`src/hdl/console_text_cell_writer_core_defines.svh`:
```
// assertion macros shared by the console text cell writer rtl
// needs a clock named clk and an active-low reset named arst_n in the using module
`ifndef CONSOLE_TEXT_CELL_WRITER_CORE_DEFINES_SVH
`define CONSOLE_TEXT_CELL_WRITER_CORE_DEFINES_SVH
`ifndef SYNTHESIS
// property that must hold at every clock edge out of reset
`define CTCW_ASSERT(name, prop) \
	name: assert property (@(posedge clk) disable iff (!arst_n) (prop)) \
		else $error("ctcw assertion failed");
// antecedent in one cycle implies consequent in the next
`define CTCW_ASSERT_NEXT(name, ante, cons) \
	name: assert property (@(posedge clk) disable iff (!arst_n) (ante) |=> (cons)) \
		else $error("ctcw assertion failed");
`else
`define CTCW_ASSERT(name, prop)
`define CTCW_ASSERT_NEXT(name, ante, cons)
`endif
`endif

```
`src/hdl/ctcw_pkg.sv`:
```
// types, codes and constants for the console text cell writer
// no dependencies
`timescale 1ns / 1ps
`default_nettype none

package ctcw_pkg;

	localparam int ROWS_DEF = 32;
	localparam int COLS_DEF = 128;

	typedef logic [7:0] ctcw_cell_t;

	// character codes
	localparam ctcw_cell_t CH_NUL   = 8'h00;
	localparam ctcw_cell_t CH_BS    = 8'h08;
	localparam ctcw_cell_t CH_TAB   = 8'h09;
	localparam ctcw_cell_t CH_NL    = 8'h0A;
	localparam ctcw_cell_t CH_CR    = 8'h0D;
	localparam ctcw_cell_t CH_SPACE = 8'h20;

	// tab stops every four columns
	localparam logic [2:0] TAB_STOP = 3'd4;
	localparam int         TAB_BITS = 2;

	typedef enum logic [2:0] {
		FN_WRITE    = 3'd0,
		FN_SETCUR   = 3'd1,
		FN_CLEAR    = 3'd2,
		FN_READ     = 3'd3,
		FN_CLRDIRTY = 3'd4
	} ctcw_func_t;

	typedef struct packed {
		logic [2:0] func;
		ctcw_cell_t ch;
		logic [6:0] col;
		logic [4:0] row;
	} ctcw_in_t;

	typedef struct packed {
		ctcw_cell_t cell_value;
		logic [6:0] cursor_col;
		logic [4:0] cursor_row;
		logic       dirty;
		logic       scrolled;
	} ctcw_out_t;

	// cell ram control from the sequencer
	typedef struct packed {
		logic wr;       // write wr_data at wr_row/wr_col
		logic clr_all;  // mark every row empty
		logic kill;     // mark wr_row empty
		logic mark;     // mark wr_row filled
	} ctcw_ram_ctl_t;

	typedef enum logic [3:0] {
		ST_IDLE,
		ST_DECODE,
		ST_CLR,
		ST_SCAN,
		ST_PAD,
		ST_PUT,
		ST_TERM,
		ST_TAB_RD,
		ST_TAB_WR,
		ST_TAB_Z,
		ST_ADV,
		ST_RD_WAIT,
		ST_FIN
	} ctcw_state_t;

endpackage

`default_nettype wire

```
`src/hdl/ctcw_seq.sv`:
```
// sequencer: cursor, scroll base and the column walk over the cell ram
// depends on ctcw_pkg and the assertion macros header
`timescale 1ns / 1ps
`default_nettype none
`include "console_text_cell_writer_core_defines.svh"

module ctcw_seq
	import ctcw_pkg::*;
#(
	parameter int ROWS = ROWS_DEF,
	parameter int COLS = COLS_DEF
) (
	input  logic                      clk,
	input  logic                      arst_n,
	input  logic                      start,
	input  ctcw_in_t                  cmd,
	output logic                      idle,
	output logic                      done,
	input  logic                      take,
	output ctcw_out_t                 res,
	output ctcw_ram_ctl_t             ram_ctl,
	output logic [$clog2(ROWS)-1:0]   wr_row,
	output logic [$clog2(COLS)-1:0]   wr_col,
	output ctcw_cell_t                wr_data,
	output logic [$clog2(ROWS)-1:0]   rd_row,
	output logic [$clog2(COLS)-1:0]   rd_col,
	input  ctcw_cell_t                rd_data,
	input  logic                      wr_row_vld
);

	localparam int RW = $clog2(ROWS);
	localparam int CW = $clog2(COLS);
	localparam logic [CW-1:0] COL_LAST = CW'(COLS - 1);
	localparam logic [CW-1:0] COL_WRAP = CW'(COLS - 2);
	localparam logic [RW-1:0] ROW_LAST = RW'(ROWS - 1);
	localparam logic [RW:0]   ROWS_X   = (RW + 1)'(ROWS);

	ctcw_state_t   st_q, st_d;
	ctcw_in_t      cmd_q;
	logic [RW-1:0] prow_q;
	logic [RW-1:0] base_q;
	logic [RW-1:0] line_q;
	logic [CW-1:0] cc_q;
	logic          dirty_q;
	logic          scrolled_q;
	ctcw_cell_t    val_q;
	logic [CW-1:0] idx_q;
	logic [CW-1:0] nidx_q;
	logic [CW-1:0] rd_idx_q;
	logic          scan_vld_q;
	logic          at_end_q;
	logic          wrap_q;
	logic [2:0]    tab_left_q;
	logic          col_ok;
	logic          row_ok;

	// logical line to ram row through the scroll base
	function automatic logic [RW-1:0] phys_row(input logic [RW-1:0] lrow,
		input logic [RW-1:0] base);
		logic [RW:0] sum;
		sum = {1'b0, lrow} + {1'b0, base};
		if (sum >= ROWS_X) begin
			sum = sum - ROWS_X;
		end
		return sum[RW-1:0];
	endfunction

	assign col_ok = int'(cmd_q.col) < COLS;
	assign row_ok = int'(cmd_q.row) < ROWS;

	// next state
	always_comb begin
		st_d = st_q;
		unique case (st_q)
			ST_IDLE: begin
				if (start) begin
					st_d = ST_DECODE;
				end
			end
			ST_DECODE: begin
				unique case (cmd_q.func)
					FN_WRITE: begin
						priority if (cmd_q.ch == CH_NUL || cmd_q.ch == CH_CR ||
							cmd_q.ch == CH_BS) begin
							st_d = ST_FIN;
						end else if (cmd_q.ch == CH_NL) begin
							st_d = ST_ADV;
						end else if (!wr_row_vld) begin
							st_d = ST_CLR;
						end else if (cmd_q.ch == CH_TAB) begin
							st_d = ST_TAB_RD;
						end else begin
							st_d = ST_SCAN;
						end
					end
					FN_READ: st_d = ST_RD_WAIT;
					default: st_d = ST_FIN;
				endcase
			end
			ST_CLR: begin
				if (idx_q == COL_LAST) begin
					st_d = (cmd_q.ch == CH_TAB) ? ST_TAB_RD : ST_SCAN;
				end
			end
			ST_SCAN: begin
				if (scan_vld_q) begin
					priority if (rd_data == CH_NUL) begin
						st_d = (rd_idx_q != cc_q) ? ST_PAD : ST_PUT;
					end else if (rd_idx_q == cc_q) begin
						st_d = ST_PUT;
					end
				end
			end
			ST_PAD: begin
				if ((idx_q + CW'(1)) == cc_q) begin
					st_d = ST_PUT;
				end
			end
			ST_PUT:     st_d = (cc_q >= COL_WRAP || at_end_q) ? ST_TERM : ST_FIN;
			ST_TERM:    st_d = wrap_q ? ST_ADV : ST_FIN;
			ST_TAB_RD:  st_d = (tab_left_q == '0 || cc_q >= COL_LAST) ? ST_FIN : ST_TAB_WR;
			ST_TAB_WR:  st_d = (rd_data == CH_NUL) ? ST_TAB_Z : ST_TAB_RD;
			ST_TAB_Z:   st_d = ST_TAB_RD;
			ST_ADV:     st_d = ST_FIN;
			ST_RD_WAIT: st_d = ST_FIN;
			ST_FIN: begin
				if (take) begin
					st_d = ST_IDLE;
				end
			end
			default:    st_d = ST_IDLE;
		endcase
	end

	// ram port drive
	always_comb begin
		ram_ctl = '0;
		wr_row  = prow_q;
		wr_col  = cc_q;
		wr_data = CH_NUL;
		rd_row  = prow_q;
		rd_col  = cc_q;
		unique case (st_q)
			ST_DECODE: begin
				rd_row = row_ok ? phys_row(RW'(cmd_q.row), base_q) : prow_q;
				rd_col = CW'(cmd_q.col);
				ram_ctl.clr_all = (cmd_q.func == FN_CLEAR);
			end
			ST_CLR: begin
				ram_ctl.wr   = 1'b1;
				ram_ctl.mark = (idx_q == COL_LAST);
				wr_col       = idx_q;
			end
			ST_SCAN: begin
				rd_col = nidx_q;
			end
			ST_PAD: begin
				ram_ctl.wr = 1'b1;
				wr_col     = idx_q;
				wr_data    = CH_SPACE;
			end
			ST_PUT: begin
				ram_ctl.wr = 1'b1;
				wr_data    = cmd_q.ch;
			end
			ST_TERM: begin
				ram_ctl.wr = 1'b1;
				wr_col     = idx_q;
			end
			ST_TAB_WR: begin
				ram_ctl.wr = 1'b1;
				wr_data    = CH_SPACE;
			end
			ST_TAB_Z: begin
				ram_ctl.wr = 1'b1;
				wr_col     = cc_q + CW'(1);
			end
			ST_ADV: begin
				// top line leaves the screen and comes back as the empty last line
				wr_row       = base_q;
				ram_ctl.kill = (line_q == ROW_LAST);
			end
			default: ;
		endcase
	end

	// cursor, scroll base and dirty mark
	always_ff @(posedge clk or negedge arst_n) begin
		if (!arst_n) begin
			st_q    <= ST_IDLE;
			base_q  <= '0;
			line_q  <= '0;
			cc_q    <= '0;
			dirty_q <= 1'b1;
		end else begin
			st_q <= st_d;
			unique case (st_q)
				ST_DECODE: begin
					unique case (cmd_q.func)
						FN_WRITE: begin
							if (cmd_q.ch != CH_NUL) begin
								dirty_q <= 1'b1;
							end
							if (cmd_q.ch == CH_NL || cmd_q.ch == CH_CR) begin
								cc_q <= '0;
							end
							if (cmd_q.ch == CH_BS && cc_q != '0) begin
								cc_q <= cc_q - CW'(1);
							end
						end
						FN_SETCUR: begin
							if (col_ok) begin
								cc_q <= CW'(cmd_q.col);
							end
							if (row_ok) begin
								line_q <= RW'(cmd_q.row);
							end
							dirty_q <= 1'b1;
						end
						FN_CLEAR: begin
							cc_q    <= '0;
							line_q  <= '0;
							base_q  <= '0;
							dirty_q <= 1'b1;
						end
						FN_CLRDIRTY: dirty_q <= 1'b0;
						default: ;
					endcase
				end
				ST_PUT: begin
					cc_q <= (cc_q >= COL_WRAP) ? '0 : cc_q + CW'(1);
				end
				ST_TAB_WR: begin
					if (rd_data != CH_NUL) begin
						cc_q <= cc_q + CW'(1);
					end
				end
				ST_TAB_Z: begin
					cc_q <= cc_q + CW'(1);
				end
				ST_ADV: begin
					if (line_q == ROW_LAST) begin
						base_q <= (base_q == ROW_LAST) ? '0 : base_q + RW'(1);
					end else begin
						line_q <= line_q + RW'(1);
					end
				end
				default: ;
			endcase
		end
	end

	// item and walk registers
	always_ff @(posedge clk) begin
		unique case (st_q)
			ST_IDLE: begin
				if (start) begin
					cmd_q      <= cmd;
					prow_q     <= phys_row(line_q, base_q);
					scrolled_q <= 1'b0;
					val_q      <= CH_NUL;
				end
			end
			ST_DECODE: begin
				idx_q      <= '0;
				nidx_q     <= '0;
				scan_vld_q <= 1'b0;
				tab_left_q <= TAB_STOP - {1'b0, cc_q[TAB_BITS-1:0]};
			end
			ST_CLR: begin
				idx_q <= idx_q + CW'(1);
			end
			ST_SCAN: begin
				nidx_q     <= nidx_q + CW'(1);
				rd_idx_q   <= nidx_q;
				scan_vld_q <= 1'b1;
				if (scan_vld_q) begin
					priority if (rd_data == CH_NUL) begin
						idx_q    <= rd_idx_q;
						at_end_q <= 1'b1;
					end else if (rd_idx_q == cc_q) begin
						at_end_q <= 1'b0;
					end
				end
			end
			ST_PAD: begin
				idx_q <= idx_q + CW'(1);
			end
			ST_PUT: begin
				wrap_q <= (cc_q >= COL_WRAP);
				idx_q  <= (cc_q >= COL_WRAP) ? COL_LAST : cc_q + CW'(1);
			end
			ST_TAB_WR: begin
				if (rd_data != CH_NUL) begin
					tab_left_q <= tab_left_q - 3'd1;
				end
			end
			ST_TAB_Z: begin
				tab_left_q <= tab_left_q - 3'd1;
			end
			ST_ADV: begin
				if (line_q == ROW_LAST) begin
					scrolled_q <= 1'b1;
				end
			end
			ST_RD_WAIT: begin
				val_q <= (col_ok && row_ok) ? rd_data : CH_NUL;
			end
			default: ;
		endcase
	end

	assign idle = (st_q == ST_IDLE);
	assign done = (st_q == ST_FIN);
	assign res  = '{
		cell_value: val_q,
		cursor_col: 7'(cc_q),
		cursor_row: 5'(line_q),
		dirty:      dirty_q,
		scrolled:   scrolled_q
	};

	`CTCW_ASSERT(a_line_range, int'(line_q) < ROWS)
	`CTCW_ASSERT(a_col_range, int'(cc_q) < COLS)
	`CTCW_ASSERT(a_base_range, int'(base_q) < ROWS)
	`CTCW_ASSERT_NEXT(a_start_decode, start, st_q == ST_DECODE)
	`CTCW_ASSERT_NEXT(a_fin_hold, (st_q == ST_FIN) && !take, st_q == ST_FIN)
	`CTCW_ASSERT(a_scan_bound, !(st_q == ST_SCAN && scan_vld_q) || (rd_idx_q <= cc_q))

endmodule

`default_nettype wire
```
`config.mk`:
```
export PLATFORM = sky130hd
export DESIGN_NAME = ctcw_seq
export DESIGN_NICKNAME = d
export VERILOG_FILES = /design/src/hdl/ctcw_pkg.sv /design/src/hdl/ctcw_seq.sv
export VERILOG_INCLUDE_DIRS = /design/src /design/src/hdl
export SDC_FILE = /design/constraint.sdc
export NUM_CORES = 1
export LEC_CHECK = 0
export ABC_AREA = 1
export ABC_CLOCK_PERIOD_IN_PS = 2750
export BUFFER_PORTS_ARGS = -buffer_cell sky130_fd_sc_hd__clkbuf_2
export CORE_MARGIN = 2
export CORE_UTILIZATION = 52
export CTS_BUF_LIST = sky130_fd_sc_hd__clkbuf_8
export DETAILED_ROUTE_END_ITERATION = 10
export PLACE_DENSITY = 0.75
export SLEW_MARGIN = 0
export SYNTH_ARGS = -nofsm -noshare
export SYNTH_HDL_FRONTEND = slang
export SYNTH_SLANG_ARGS = --single-unit
```
`constraint.sdc`:
```
create_clock -name clk -period 2.75 [get_ports clk]
set_input_delay 0 -clock clk [delete_from_list [all_inputs] [get_ports clk]]
set_output_delay 0 -clock clk [all_outputs]
set_load 0.02 [all_outputs]
```
== Word-level counts from Yosys, hierarchy flattened ==
Cells that the tools add are included.

* Add/subtract/negate cells: 12
* $lt $le $gt $ge: 4
* Eq/ne operators: 41
* Multiplexer cells: 58
* Reduce and logical (&&, ||, !) cells: 40

{| class="wikitable"
|+ Operators by type and width
! operator !! number
|-
| 7-bit case mux with 4 select lines || 2
|-
| 7-bit 2-to-1 mux || 7
|-
| 4-bit case mux with 12 select lines || 1
|-
| 4-bit 2-to-1 mux || 11
|-
| 7-bit case mux with 2 select lines || 3
|-
| 5-bit 2-to-1 mux || 8
|-
| 8-bit by 4-bit equality test with 1-bit output (second input constant) || 4
|-
| 8-bit case mux with 2 select lines || 2
|-
| 5-bit case mux with 2 select lines || 3
|-
| 7-bit by 1-bit adder with 7-bit output (second input constant) || 3
|-
| 7-bit case mux with 3 select lines || 1
|-
| 4-bit equality test (second input constant) || 5
|-
| 2-bit inequality test (second input constant) || 10
|-
| 3-bit AND reduction || 6
|-
| 4-bit by 3-bit equality test with 1-bit output (second input constant) || 4
|-
| 8-bit zero test || 2
|-
| 8-bit nonzero test || 2
|-
| 3-bit 2-to-1 mux || 5
|-
| 7-bit equality test || 2
|-
| 7-bit >= comparator (second input constant) || 2
|-
| 5-bit by 5-bit adder with 6-bit output || 2
|-
| 6-bit >= comparator (second input constant) || 2
|-
| 5-bit by 1-bit adder with 5-bit output (second input constant) || 2
|-
| 5-bit equality test (second input constant) || 2
|-
| 36 further kinds || 64
|}

* Bits in registers: 86
* Bits of input ports: 36
* Word-level logic and storage cells: 174

== Depth between registers and ports, before layout ==
* Word-level depth: 7
* Depth in mapped cells: 14
* Mapped depth without buffers: 14

== Least setup slack after synthesis ==
No wires, ideal clock.

* Path kind: register -> register
* From: register st_q[1]
* To: register cmd_q[0] (netlist bit), enable pin
* Library setup time: 413 ps
* Arrival time: 2410 ps
* Slack: -73 ps
* Cell stages (with the launch flop): 7
* Cell sequence: dfrtp_1 -> buf_4 -> nor2_2 -> inv_1 -> nor2_1 -> inv_1 -> nor2_1

* Longest elaborated chain between the ends: 2

{| class="wikitable"
|+ Ends and longest elaborated chain
! what !! RTL line !! RTL
|-
| from (decl) || ctcw_seq.sv:38 || <nowiki>ctcw_state_t st_q, st_d;</nowiki>
|-
| from (signal assigned) || ctcw_seq.sv:196 || <nowiki>st_q <= st_d;</nowiki>
|-
| 4-bit zero test || n/a ||
|-
| named net idle || ctcw_seq.sv:17 || <nowiki>output logic idle,</nowiki>
|-
| 2-bit AND reduction (no source line) || n/a ||
|-
| to (signal assigned) || ctcw_seq.sv:258 || <nowiki>cmd_q <= cmd;</nowiki>
|-
| to (decl) || ctcw_seq.sv:39 || <nowiki>ctcw_in_t cmd_q;</nowiki>
|}

The timed path passes the listed nets, and every way through them passes these cells.
A chain may end at the register's enable or synchronous reset.

== Worst setup path after layout ==
* From: register base_q[0]
* To: output port rd_row[4]

* Longest elaborated chain between the ends: 4
* Elaborated cells on any way between the ends: 5
* Classes of those cells: add/sub: 2; order compare: 1; mux: 2

{| class="wikitable"
|+ Ends and longest elaborated chain
! what !! RTL line !! RTL
|-
| from (decl) || ctcw_seq.sv:41 || <nowiki>logic [RW-1:0] base_q;</nowiki>
|-
| from (signal assigned) || ctcw_seq.sv:243 || <nowiki>base_q <= (base_q == ROW_LAST) ? '0 : base_q + RW'(1);</nowiki>
|-
| 5-bit by 5-bit adder with 6-bit output * || ctcw_seq.sv:61 || <nowiki>sum = {1'b0, lrow} + {1'b0, base};</nowiki>
|-
| 5-bit by 1-bit subtractor with 5-bit output or 6-bit >= comparator (tied branches) || ctcw_seq.sv:63, ctcw_seq.sv:62 ||
|-
| 5-bit 2-to-1 mux * || ctcw_seq.sv:62 || <nowiki>if (sum >= ROWS_X) begin</nowiki>
|-
| 5-bit 2-to-1 mux * || ctcw_seq.sv:143 || <nowiki>unique case (st_q)</nowiki>
|-
| to (decl) || ctcw_seq.sv:25 || <nowiki>output logic [$clog2(ROWS)-1:0] rd_row,</nowiki>
|}

Every way passes the cells marked *; elsewhere a longest branch is shown, timed or not.

==> results.json <==
{
  "grt_overflow_total": 0,
  "period_minus_slack_ps": 2327,
  "worst_hold_path.endpoint": "scrolled_q$_DFFE_PP_",
  "holdWs_ps": 144.6,
  "start_util": 0.5314,
  "cts_hold_buf": 33,
  "cts_buffers": 9,
  "place_inst": 877,
  "antenna_found_initial": 0,
  "rows": 37,
  "timing.rr.end": "cc_q[6]$_DFFE_PN0P_",
  "grt_pass1_vias": 4818,
  "ys_seq_area_frac": 0.4550,
  "syn_avg_cell_area_um2": 8.300,
  "cts_sinks": 86,
  "totalNegativeSetupSlack_ps": 0,
  "peakVddDrop_v": 0.0005094,
  "synth_fp_nets": 712,
  "hold_viol_final": 0,
  "grt_max_degree": 23,
  "areaGrowthSynthToFinish_pct": 20.00,
  "stdcell_area_um2": 6524,
  "yosys_warnings": 0,
  "slew_headroom": 0.5467,
  "dieWidth_um": 106.3,
  "worstSetupPathType": "reg -> out",
  "final_common_cell": "nand2_1",
  "drt-wirelength-per-cell_um": 15.88,
  "hpwl_mm": 10.86,
  "async_flop_share": 0.2558,
  "drtIter0Drc": 446,
  "boundaryPins": 96,
  "place.gp.congestion": 0.9485,
  "cpPeakStageDelay_ps": 480,
  "end_kind": "primary output",
  "dr.pass1.iters": 7,
  "cp_max_fo": 5,
  "fin_cells": 926,
  "drv_slew": 0,
  "timing.rr.start": "cc_q[0]$_DFFE_PN0P_",
  "mostFrequentLayoutCells": "159 x nand2_1, 95 x clkbuf_2, 80 x inv_1, 64 x edfxtp_1, 62 x nor2_1",
  "path_common_cell": "o21ai_0",
  "antennaDiodeCount": 0,
  "port_buffers": 95,
  "setup_ws_ps": 423.0,
  "cts_tree": "done",
  "clkTransAtPathRegs_ps": 90,
  "synth_cell_types": 41,
  "core-area_um2": 10230,
  "cts_resized": 0,
  "antenna_left": 0,
  "pwr_density_cell_nw_per_um2": 1018,
  "p_leak_nw": 3.034,
  "post_cts_buffers": 0,
  "power_frac_clock": 0.120,
  "grt.total_usage": 0.2638,
  "fmax_mhz": 429.7,
  "rsz0062_at_grt": "false",
  "vias": 5132,
  "die_h_um": 106.3,
  "viasPerCell": 5.542,
  "cp_cell_sequence": "ha_1 -> inv_1 -> fa_1 -> o21ai_0 -> xor2_1 -> o21ai_0 -> clkbuf_2",
  "drive_gt1_frac": 0.2025,
  "min_from": "start",
  "crit_required_ps": 2750,
  "finClkSkew_ps": 13.69,
  "clockRootBuffer": "clkbuf_8",
  "finalSetupViolations": 0,
  "cts.path.max_buffers": 2,
  "maxCapViolations": 0,
  "synth_edf_count": 64,
  "p_comb_frac": 0.537,
  "drt-total-wl_mm": 14.70,
  "critPathSlowestCell": "dfrtp_1",
  "p_int_mw": 3.344,
  "period_share": 0.8462,
  "grt_pass1_wl_mm": 23.29,
  "route.detailed.drc": 0,
  "dpl_cell_area_um2": 6026,
  "outcome": "complete, no violations",
  "startpoint_type": "flip-flop",
  "ys.flop_type": "edfxtp_1",
  "place_ws_ps": 534.7,
  "p_sw_frac": 0.4963,
  "arrival_ps": 2330,
  "power_mw": 6.638,
  "htreeDepth": 3,
  "tightest_slew_ps": 679.9,
  "syn_inst": 655,
  "hold_depth": 3,
  "r2r_slack_ps": 430,
  "hold_class": "in -> reg",
  "cp_num_buf_inv": 2,
  "post-route-util": 0.6376,
  "power_switching_mw": 3.294,
  "die_area_um2": 11290,
  "syn_area_um2": 5436,
  "ys_seq_elements": 86,
  "pwr-share-seq": 0.343,
  "rr_worst_depth": 11,
  "fin_nets": 842,
  "crit_family": "adder cells",
  "clkLatencyLatePin_ps": 370
}
==> logic make-up after synthesis <==
logic type,after synthesis,share of synthesized area
AOI/OAI and AO/OA,113,0.1316
xor gates and xnor gates,26,0.04189
adders and majority gates,21,0.05109
buffers and inverters,109,0.08446
DFF,86,0.4550
and+or+nand+nor,300,0.2359
==> layer usage <==
layer  GRT usage  vias up  routed length (µm)
met5           0        -                   0
met4     0.07801        0                 252
met3     0.04108       26                1231
met2      0.4377      266                6964
met1      0.3588     2386                6254
li1            -     2454                   -
==> power by group through the flow <==
stage | registers, mW | clock network [mW] | logic, mW
after floorplan | 2.26 | 0 | 2.48
after global placement | 2.28 | 0 | 3.43
after detailed placement | 2.30 | 0 | 3.47
after CTS | 2.26 | 0.803 | 3.54
after global routing | 2.32 | 0.853 | 3.91
final | 2.28 | 0.799 | 3.56
==> Yosys cell counts (4+ instances only) <==
library cell / number / area (µm²)
buf_6: 4 / 45.04
o221ai_1: 12 / 105.1
o211ai_1: 14 / 105.1
nor3_1: 10 / 50.05
xor2_1: 14 / 122.6
inv_1: 78 / 292.8
ha_1: 19 / 237.7
a31oi_1: 4 / 25.02
nand2_2: 7 / 43.79
dfrtp_1: 21 / 525.5
o21ai_2: 6 / 52.55
nor2_1: 63 / 236.5
inv_2: 13 / 48.80
a21oi_1: 17 / 85.08
nand2_1: 159 / 596.8
nand4_1: 4 / 25.02
edfxtp_1: 64 / 1922
o21ai_0: 46 / 230.2
nand3_1: 42 / 210.2
buf_2: 5 / 25.02
xnor2_1: 12 / 105.1
nor2_2: 6 / 37.54
a22oi_1: 4 / 30.03
==> worst reg2reg max path: stages, from the launching register on <==
cell     delay, ps
dfrtp_1        520
inv_2          270
ha_1           320
nand3_2        140
nor2_4         140
inv_1           70
o21ai_2        170
nand4_1        130
nand2_2        150
inv_2          120
nand2_1        100
nand2_1         60
==> flip-flops by register name, summed over array words and instances, names as in the netlist <==
name / flops
at_end_q: 1
base_q: 5
cc_q: 7
cmd_q: 23
dirty_q: 1
idx_q: 7
line_q: 5
nidx_q: 7
prow_q: 5
rd_idx_q: 7
scan_vld_q: 1
scrolled_q: 1
st_q: 4
tab_left_q: 3
val_q: 8
wrap_q: 1
==> how the worst max path moves through the flow <==
stage                                      from                   to  cells after the start
final                     base_q[0]$_DFFE_PN0P_            rd_row[4]                      7
after global routing        cc_q[0]$_DFFE_PN0P_  cc_q[6]$_DFFE_PN0P_                     11
after CTS                 base_q[0]$_DFFE_PN0P_            rd_row[4]                      7
after detailed placement    cc_q[0]$_DFFE_PN0P_  cc_q[1]$_DFFE_PN0P_                     11
after global placement      cc_q[0]$_DFFE_PN0P_  cc_q[4]$_DFFE_PN0P_                     11
after floorplan             st_q[1]$_DFFE_PN0P_   cmd_q[0]$_DFFE_PP_                      6
==> area by class of cell <==
cell class,instances,area [µm²]
inverter,94,355.3
clock buffer,9,123.9
clock inverter,7,43.79
timing repair buffer,134,850.8
tap,136,170.2
fill,884,3707
multi-input combinational,460,2506
sequential,86,2474
No activity file was read; power rests on OpenSTA's default activity.
